$ cat src/sv/hldrs_pkg.sv
// ----------------------------------------------------------------------------
// hldrs_pkg
// Shared types and constants for the Hensel limb divider with right shift.
// ----------------------------------------------------------------------------
package hldrs_pkg;

  // Port field widths
  localparam int FIELD_W = 64;
  localparam int DATA_W  = 64;
  localparam int SHIFT_W = 6;

  // Register decode: 64-bit registers at 8-byte spacing, index in paddr[3]
  localparam int CFG_AW = 4;
  localparam logic REG_DIVISOR = 1'b0;
  localparam logic REG_SHIFT   = 1'b1;

  // Newton iterations for the 2-adic inverse
  localparam int NEWTON_ITERS = 6;
  localparam int ITER_W       = 3;

  // Operand pair for the shared multiplier
  typedef enum logic [1:0] {
    MS_Q  = 2'd0,  // diff * inverse       -> quotient limb
    MS_H  = 2'd1,  // quotient * divisor   -> high product
    MS_NT = 2'd2,  // divisor * inverse    -> newton term
    MS_NI = 2'd3   // inverse * (2 - term) -> next inverse
  } mul_sel_t;

  typedef struct packed {
    logic     cap_in;
    logic     load_x;
    logic     lone;
    logic     sub;
    logic     mul_start;
    mul_sel_t mul_sel;
    logic     wr_q;
    logic     wr_hp;
    logic     wr_t;
    logic     wr_inv;
    logic     emit;
    logic     fin;
  } dp_cmd_t;

  typedef struct packed {
    logic pend_valid;
    logic cur_last;
    logic mul_done;
    logic out_free;
  } dp_stat_t;

endpackage

$ cat src/sv/hldrs_ctrl.sv
// ----------------------------------------------------------------------------
// hldrs_ctrl
// Controller: parks a non-last first limb; takes later limbs through shift,
// subtract, two multiplies, result beat; newton inverse after a divisor write.
// ----------------------------------------------------------------------------
module hldrs_ctrl (
  input  logic                clk,
  input  logic                rst,
  input  logic                in_valid,
  input  logic                in_last,
  input  logic                div_wr,
  input  hldrs_pkg::dp_stat_t stat,
  output logic                in_stall,
  output hldrs_pkg::dp_cmd_t  cmd
);

  typedef enum logic [8:0] {
    S_IDLE  = 9'b000000001,
    S_INV_T = 9'b000000010,
    S_INV_I = 9'b000000100,
    S_SHIFT = 9'b000001000,
    S_SUB   = 9'b000010000,
    S_MULQ  = 9'b000100000,
    S_MULH  = 9'b001000000,
    S_EMIT  = 9'b010000000,
    S_FIN   = 9'b100000000
  } state_t;

  state_t state, state_next;
  logic   lone, lone_next;
  logic   mstarted, mstarted_next;
  logic [hldrs_pkg::ITER_W-1:0] iter, iter_next;
  logic   accept;

  assign in_stall = (state != S_IDLE) || div_wr;
  assign accept   = in_valid && !in_stall;

  always_comb begin
    cmd           = '0;
    cmd.lone      = lone;
    cmd.mul_sel   = hldrs_pkg::MS_Q;
    state_next    = state;
    lone_next     = lone;
    mstarted_next = mstarted;
    iter_next     = iter;
    if (div_wr) begin
      state_next    = S_INV_T;
      iter_next     = '0;
      mstarted_next = 1'b0;
    end else begin
      case (state)
        S_IDLE: begin
          if (accept) begin
            cmd.cap_in = 1'b1;
            if (stat.pend_valid) begin
              state_next = S_SHIFT;
              lone_next  = 1'b0;
            end else if (in_last) begin
              state_next = S_SHIFT;
              lone_next  = 1'b1;
            end else begin
              state_next = S_FIN;
            end
          end
        end
        S_INV_T: begin
          cmd.mul_sel = hldrs_pkg::MS_NT;
          if (!mstarted) begin
            cmd.mul_start = 1'b1;
            mstarted_next = 1'b1;
          end else if (stat.mul_done) begin
            cmd.wr_t      = 1'b1;
            mstarted_next = 1'b0;
            state_next    = S_INV_I;
          end
        end
        S_INV_I: begin
          cmd.mul_sel = hldrs_pkg::MS_NI;
          if (!mstarted) begin
            cmd.mul_start = 1'b1;
            mstarted_next = 1'b1;
          end else if (stat.mul_done) begin
            cmd.wr_inv    = 1'b1;
            mstarted_next = 1'b0;
            if (iter == hldrs_pkg::ITER_W'(hldrs_pkg::NEWTON_ITERS - 1)) begin
              state_next = S_IDLE;
            end else begin
              iter_next  = iter + 1'b1;
              state_next = S_INV_T;
            end
          end
        end
        S_SHIFT: begin
          cmd.load_x = 1'b1;
          state_next = S_SUB;
        end
        S_SUB: begin
          cmd.sub    = 1'b1;
          state_next = S_MULQ;
        end
        S_MULQ: begin
          cmd.mul_sel = hldrs_pkg::MS_Q;
          if (!mstarted) begin
            cmd.mul_start = 1'b1;
            mstarted_next = 1'b1;
          end else if (stat.mul_done) begin
            cmd.wr_q      = 1'b1;
            mstarted_next = 1'b0;
            state_next    = S_MULH;
          end
        end
        S_MULH: begin
          cmd.mul_sel = hldrs_pkg::MS_H;
          if (!mstarted) begin
            cmd.mul_start = 1'b1;
            mstarted_next = 1'b1;
          end else if (stat.mul_done) begin
            cmd.wr_hp     = 1'b1;
            mstarted_next = 1'b0;
            state_next    = S_EMIT;
          end
        end
        S_EMIT: begin
          if (stat.out_free) begin
            cmd.emit = 1'b1;
            if (!lone && stat.cur_last) begin
              // pending limb done, now the last limb on its own
              state_next = S_SHIFT;
              lone_next  = 1'b1;
            end else begin
              state_next = S_FIN;
            end
          end
        end
        S_FIN: begin
          cmd.fin    = 1'b1;
          state_next = S_IDLE;
        end
        default: state_next = S_IDLE;
      endcase
    end
  end

  always_ff @(posedge clk) begin
    if (rst) begin
      state    <= S_IDLE;
      lone     <= 1'b0;
      mstarted <= 1'b0;
      iter     <= '0;
    end else begin
      state    <= state_next;
      lone     <= lone_next;
      mstarted <= mstarted_next;
      iter     <= iter_next;
    end
  end

endmodule

$ cat config.mk
export PLATFORM = sky130hd
export DESIGN_NAME = hldrs_ctrl
export DESIGN_NICKNAME = d
export VERILOG_FILES = /design/src/sv/hldrs_pkg.sv /design/src/sv/hldrs_ctrl.sv
export SDC_FILE = /design/constraint.sdc
export NUM_CORES = 1
export LEC_CHECK = 0
export BUFFER_PORTS_ARGS = -buffer_cell sky130_fd_sc_hd__buf_4
export CORE_ASPECT_RATIO = 0.7
export CORE_MARGIN = 2
export CORE_UTILIZATION = 25
export CTS_CLUSTER_SIZE = 24
export DETAILED_ROUTE_END_ITERATION = 6
export PLACE_DENSITY_LB_ADDON = 0.2
export SYNTH_ARGS = -nofsm -noshare
export SYNTH_HDL_FRONTEND = slang
export SYNTH_SLANG_ARGS = --single-unit
$ cat constraint.sdc
create_clock -name clk -period 2.6 [get_ports clk]
set_input_delay 0.52 -clock clk [delete_from_list [all_inputs] [get_ports clk]]
set_output_delay 0.52 -clock clk [all_outputs]
set_load 0.01 [all_outputs]
==> results.cfg, run 1 <==
[clocking]
cts.clk_slew.worst_paths_ps = 60
numCtsBuffers = 3
postCtsSetupRepairBufs = 0
cts-root-buf = clkbuf_8
clock_latency_ps = 250
clk_path_buf_depth = 2
clock_sinks = 14
tritoncts = built
htree_levels = 1

[global_route]
antenna_found_initial = 0
grt_pass1_vias = 1190
grt_max_degree = 20
grt_pass1_wl_microns = 6110
grt-ovfl-total = 0
grt_usage_pct = 15.0

[layout]
layout_commonest_cell = buf_4
fin_nets = 188
finish.instance_area_sq_um = 1410
syn2layout_area_growth_pct = 20.5
drive_gt1_share_pct = 21.7
n_antenna_cell = 0
post-route-util_pct = 31.9
final_cell_mix = buf_4, nor2_1, nor3_1, dfxtp_1, a21oi_1

[critical_path]
crit_required_ps = 2080
critPathArrivalTime_ps = 1880
crit_type = reg2out
end_kind = primary output
rrSetupSlack_ps = 580
critPathLaunchType = flop
r2r_cells = 5
critPathMaxFanout = 11
r2r-start = state[5]$_SDFFE_PP0P_
r2r_end = state[2]$_SDFFE_PP0P_

[sta]
finalHoldViolCount = 0
worst_slew_pin_slew_ps = 540
fin_tns_setup_ps = 0
fmax_ghz = 0.417
setup_violations = 0
maxSlewHeadroom_pct = 64.0
rsz0062_at_grt = no
fin_hold_ws_ps = 454
layout_min_cycle_time_ps = 2400
slew_violations = 0
finalCritPeriodShare_pct = 92.3
fin_skew_ps = 2.35

[synthesis]
syn_avg_cell_area_sq_um = 7.52
syn_inst = 156
yosysWarnings = 0
synth-async-reset-ratio_pct = 0
synthFlopType = dfxtp_1
ys_seq_area_share_pct = 23.9
synth_cell_type_count = 45
ys_seq_elements = 14
synth_edf_count = 0
synth_area_sq_um = 1170
synth_nets = 167

[floorplan]
pin_count = 23
fp.dieArea_sq_um = 5260
core-area_sq_um = 4430
die_y_microns = 61.3
initial_core_util_pct = 26.5
std_cell_rows = 20
fp.dieW_microns = 85.9

[run]
cap_viol_max_count = 0

[placement]
placed_cell_area_sq_um = 1360
port_buffers = 22
gp_congestion = 0.839
dp_hpwl_microns = 2750

[power]
p_leak_nw = 0.527
p_per_area_nw_per_um2 = 380
ir_drop_v = 0.000192

[status]
status = finished, violations left
failed_checks = DRC

[routing]
drcViolationCount = 1
first_pass_iters = 6
viasPerCell = 5.47
post_drt_wl_per_cell_microns = 15.5
vias = 1258
drt_wl_total_microns = 3560
drt_iter0_markers = 126
ant_nets = 0

[hold_path]
min_path_cells = 2
hold_path_class = in2reg
worstHoldStart = rst
hold-path-endpoint = state[1]$_SDFFE_PP0P_
[synthesized netlist by cell type (all sizes together) (4+ instances only)]
| cell type | instances | area, sq um |
|---|---|---|
| buf | 7 | 58.8 |
| nor3 | 15 | 75.1 |
| a31oi | 4 | 25.0 |
| o21ai | 5 | 25.0 |
| nand4 | 5 | 31.3 |
| clkbuf | 4 | 25.0 |
| nor2b | 4 | 25.0 |
| nor4 | 4 | 31.3 |
| nor3b | 4 | 35.0 |
| o31ai | 7 | 52.6 |
| nand2 | 8 | 30.0 |
| dfxtp | 14 | 280 |
| o21a | 4 | 30.0 |
| a21oi | 11 | 55.1 |
| inv | 4 | 15.0 |
| nor2 | 17 | 63.8 |
[where the power goes]
part           total [W]  internal (W)  switching [W]
Combinational   0.000121     0.0000529      0.0000683
Sequential      0.000230      0.000220      0.0000103
Clock           0.000185      0.000103      0.0000827
Total           0.000537      0.000376       0.000161
[worst max path at each step]
stage	from	endpoint	cells past startpoint
floorplan	state[7]$_SDFFE_PP0P_	cmd[8]	5
global placement	state[5]$_SDFFE_PP0P_	cmd[12]	4
detailed placement	state[5]$_SDFFE_PP0P_	cmd[2]	4
CTS	state[5]$_SDFFE_PP0P_	cmd[2]	4
global route	state[5]$_SDFFE_PP0P_	cmd[2]	4
finish	state[1]$_SDFFE_PP0P_	cmd[5]	5
[flip-flops by register name (all words and copies together) (netlist names)]
signal    flops
iter          3
mstarted      1
lone          1
state         9
[repair_timing]
item	CTS	global route
hold buffers	0	0
setup endpoints to repair	0	3
resized for setup	0	2
hold endpoints to repair	0	0
[per-layer routing]
layer | part of all wire (%) | vias to the layer above | track usage, %
met4 | 0.39 | 0 | 2.72
met5 | 0 | - | 0
met3 | 7.1 | 2 | 4.56
met1 | 51 | 592 | 21.9
met2 | 41 | 39 | 22.2
li1 | - | 625 | -
[per-stage QoR]
step	total power [W]	setup slack [ps]	instances
global placement	0.000355	490	227
CTS	0.000540	190	230
detailed placement	0.000353	463	227
global route	0.000565	6.40	230
floorplan	0.000311	412	156
finish	0.000537	200	230
[kinds of logic (layout without fill, tap and decap cells)]
kind of cell / after synthesis / count (layout) / share of synthesized area [%]
multiplexers: 2 / 2 / 1.81
XOR/XNOR: 4 / 4 / 2.99
AND/OR/NAND/NOR: 80 / 80 / 39.1
adder cells (fa/ha/maj): 2 / 2 / 2.13
flip-flops: 14 / 14 / 23.9
AO/OA/AOI/OAI: 39 / 39 / 21.7
buffers and inverters: 15 / 34 / 8.43
[critical path, stage by stage, from the launching register on]
cell	delay, ps
dfxtp_1	420
or4_4	620
nor2_1	160
and3_1	190
and2_1	130
buf_4	110
[final cells by class]
cell class | count | area [sq um]
repair buffers | 27 | 203
fillers | 479 | 3020
flip-flops and latches | 14 | 280
multi-input cells | 127 | 805
clock buffers | 3 | 41.3
inverters | 4 | 15.0
well taps | 55 | 68.8
(Power assumes the default switching activity.)
==> run 2: changes to the inputs <==
==> constraint.sdc (replaced) <==
create_clock -name clk -period 2.6 [get_ports clk]
set_input_delay 0.26 -clock clk [delete_from_list [all_inputs] [get_ports clk]]
set_output_delay 0.26 -clock clk [all_outputs]
set_load 0.01 [all_outputs]
==> results.cfg, run 2 (synthesized netlist as in run 1, its figures left out) <==
[hold_path]
min_path_cells = 2
hold_path_class = in2reg

[clocking]
cts-root-buf = clkbuf_8
clk_path_buf_depth = 2
tritoncts = built
clock_latency_ps = 250
postCtsSetupRepairBufs = 0
numCtsBuffers = 3
post_cts_resized = 0
cts-hold-fix-buffers = 0
htree_levels = 1
clock_sinks = 14
cts.clk_slew.worst_paths_ps = 60

[global_route]
grt_pass1_wl_microns = 5900
grt_max_degree = 20
grt-ovfl-total = 0
grt_usage_pct = 14.6
grt_pass1_vias = 1107
antenna_found_initial = 0

[routing]
drt_wl_total_microns = 3490
drt_iter0_markers = 183
drcViolationCount = 1
viasPerCell = 5.55
first_pass_iters = 6
post_drt_wl_per_cell_microns = 15.3
ant_nets = 0
vias = 1266

[floorplan]
fp.dieW_microns = 85.9
initial_core_util_pct = 26.5
fp.dieArea_sq_um = 5260
core-area_sq_um = 4430
die_y_microns = 61.3
pin_count = 23
std_cell_rows = 20

[critical_path]
slowest_stage = nor4_1
cpPeakStageDelay_ps = 450
path_buf_inv = 2
end_kind = primary output
path_cells = nor4_1 > buf_4 > and4_1 > a31oi_1 > nor3_1 > buf_4
crit_type = reg2out
cpMostUsedCell = buf_4
crit_required_ps = 2340
cp_top_family = simple AND/OR/NAND/NOR gates
r2r_cells = 5
critPathMaxFanout = 11
critPathArrivalTime_ps = 2090
cp.depth = 6
critPathLaunchType = flop

[sta]
setup_violations = 0
finalCritPeriodShare_pct = 90.5
slew_violations = 0
finalHoldViolCount = 0
setup_slack_ps = 247
layout_min_cycle_time_ps = 2350
rsz0062_at_grt = no
fin_skew_ps = 7.65
fmax_ghz = 0.425
maxSlewHeadroom_pct = 67.4
worst_slew_pin_slew_ps = 489
fin_tns_setup_ps = 0

[layout]
reg_top3 = state x9, iter x3
n_antenna_cell = 0
regMostFlops = state
multi_input_area_sq_um = 793
syn2layout_area_growth_pct = 18.2
nFillCells = 490
final_cell_mix = buf_4, nor2_1, nor3_1, dfxtp_1, a21oi_1
largest_register_ffs = 9
drive_gt1_share_pct = 20.2
layout_commonest_cell = buf_4
fin_nets = 186
seq_area_sq_um = 280

[status]
failed_checks = DRC
status = finished, violations left

[power]
p_leak_nw = 0.511
p_per_area_nw_per_um2 = 384
ir_drop_v = 0.000143
p_total_w = 0.000532

[placement]
dp_hpwl_microns = 2700
post-place-ws_ps = 552
gp_congestion = 0.856
port_buffers = 22

[run]
cap_viol_max_count = 0
-- run 2: cell types whose count changed in the layout (fill, tap and decap cells not counted), sizes merged --
cell,change
buf,-2
-- run 2: final timing paths --
path / start / endpoint / slack (ps)
max reg2reg: state[1]$_SDFFE_PP0P_ / state[1]$_SDFFE_PP0P_ / 540
min reg2reg: iter[2]$_SDFFE_PP0P_ / iter[2]$_SDFFE_PP0P_ / 480
min: rst / state[1]$_SDFFE_PP0P_ / 200
max: state[7]$_SDFFE_PP0P_ / cmd[8] / 250
-- run 2: routing by layer --
layer,GRT usage (%),part of all wire [%],vias up
met3,4.42,7.0,5
met1,20.9,50,595
met4,3.40,0.66,0
met5,0,0,-
li1,-,-,621
met2,21.5,43,45
-- run 2: power by group --
| part | switching [W] | internal, W | leakage (nW) | total, W |
|---|---|---|---|---|
| clock network | 0.0000803 | 0.000103 | 0.0216 | 0.000183 |
| logic | 0.0000671 | 0.0000520 | 0.376 | 0.000119 |
| registers | 0.00000956 | 0.000220 | 0.114 | 0.000230 |
| total | 0.000157 | 0.000375 | 0.511 | 0.000532 |
-- run 2: layout make-up --
type                            count  area share [%]
Multi-Input combinational cell    127            57.2
Sequential cell                    14            20.2
Timing Repair Buffer               25            13.5
Tap cell                           55            4.96
Clock buffer                        3            2.98
Inverter                            4            1.08
-- run 2: metrics by stage --
stage / hold WS, ps / area, sq um / utilization, % / cells
after detailed placement: 456 / 1350 / 30.4 / 225
after global routing: 207 / 1390 / 31.3 / 228
after CTS: 199 / 1390 / 31.3 / 228
after global placement: 454 / 1350 / 30.4 / 225
final: 200 / 1390 / 31.3 / 228
after floorplan: 333 / 1170 / - / 156
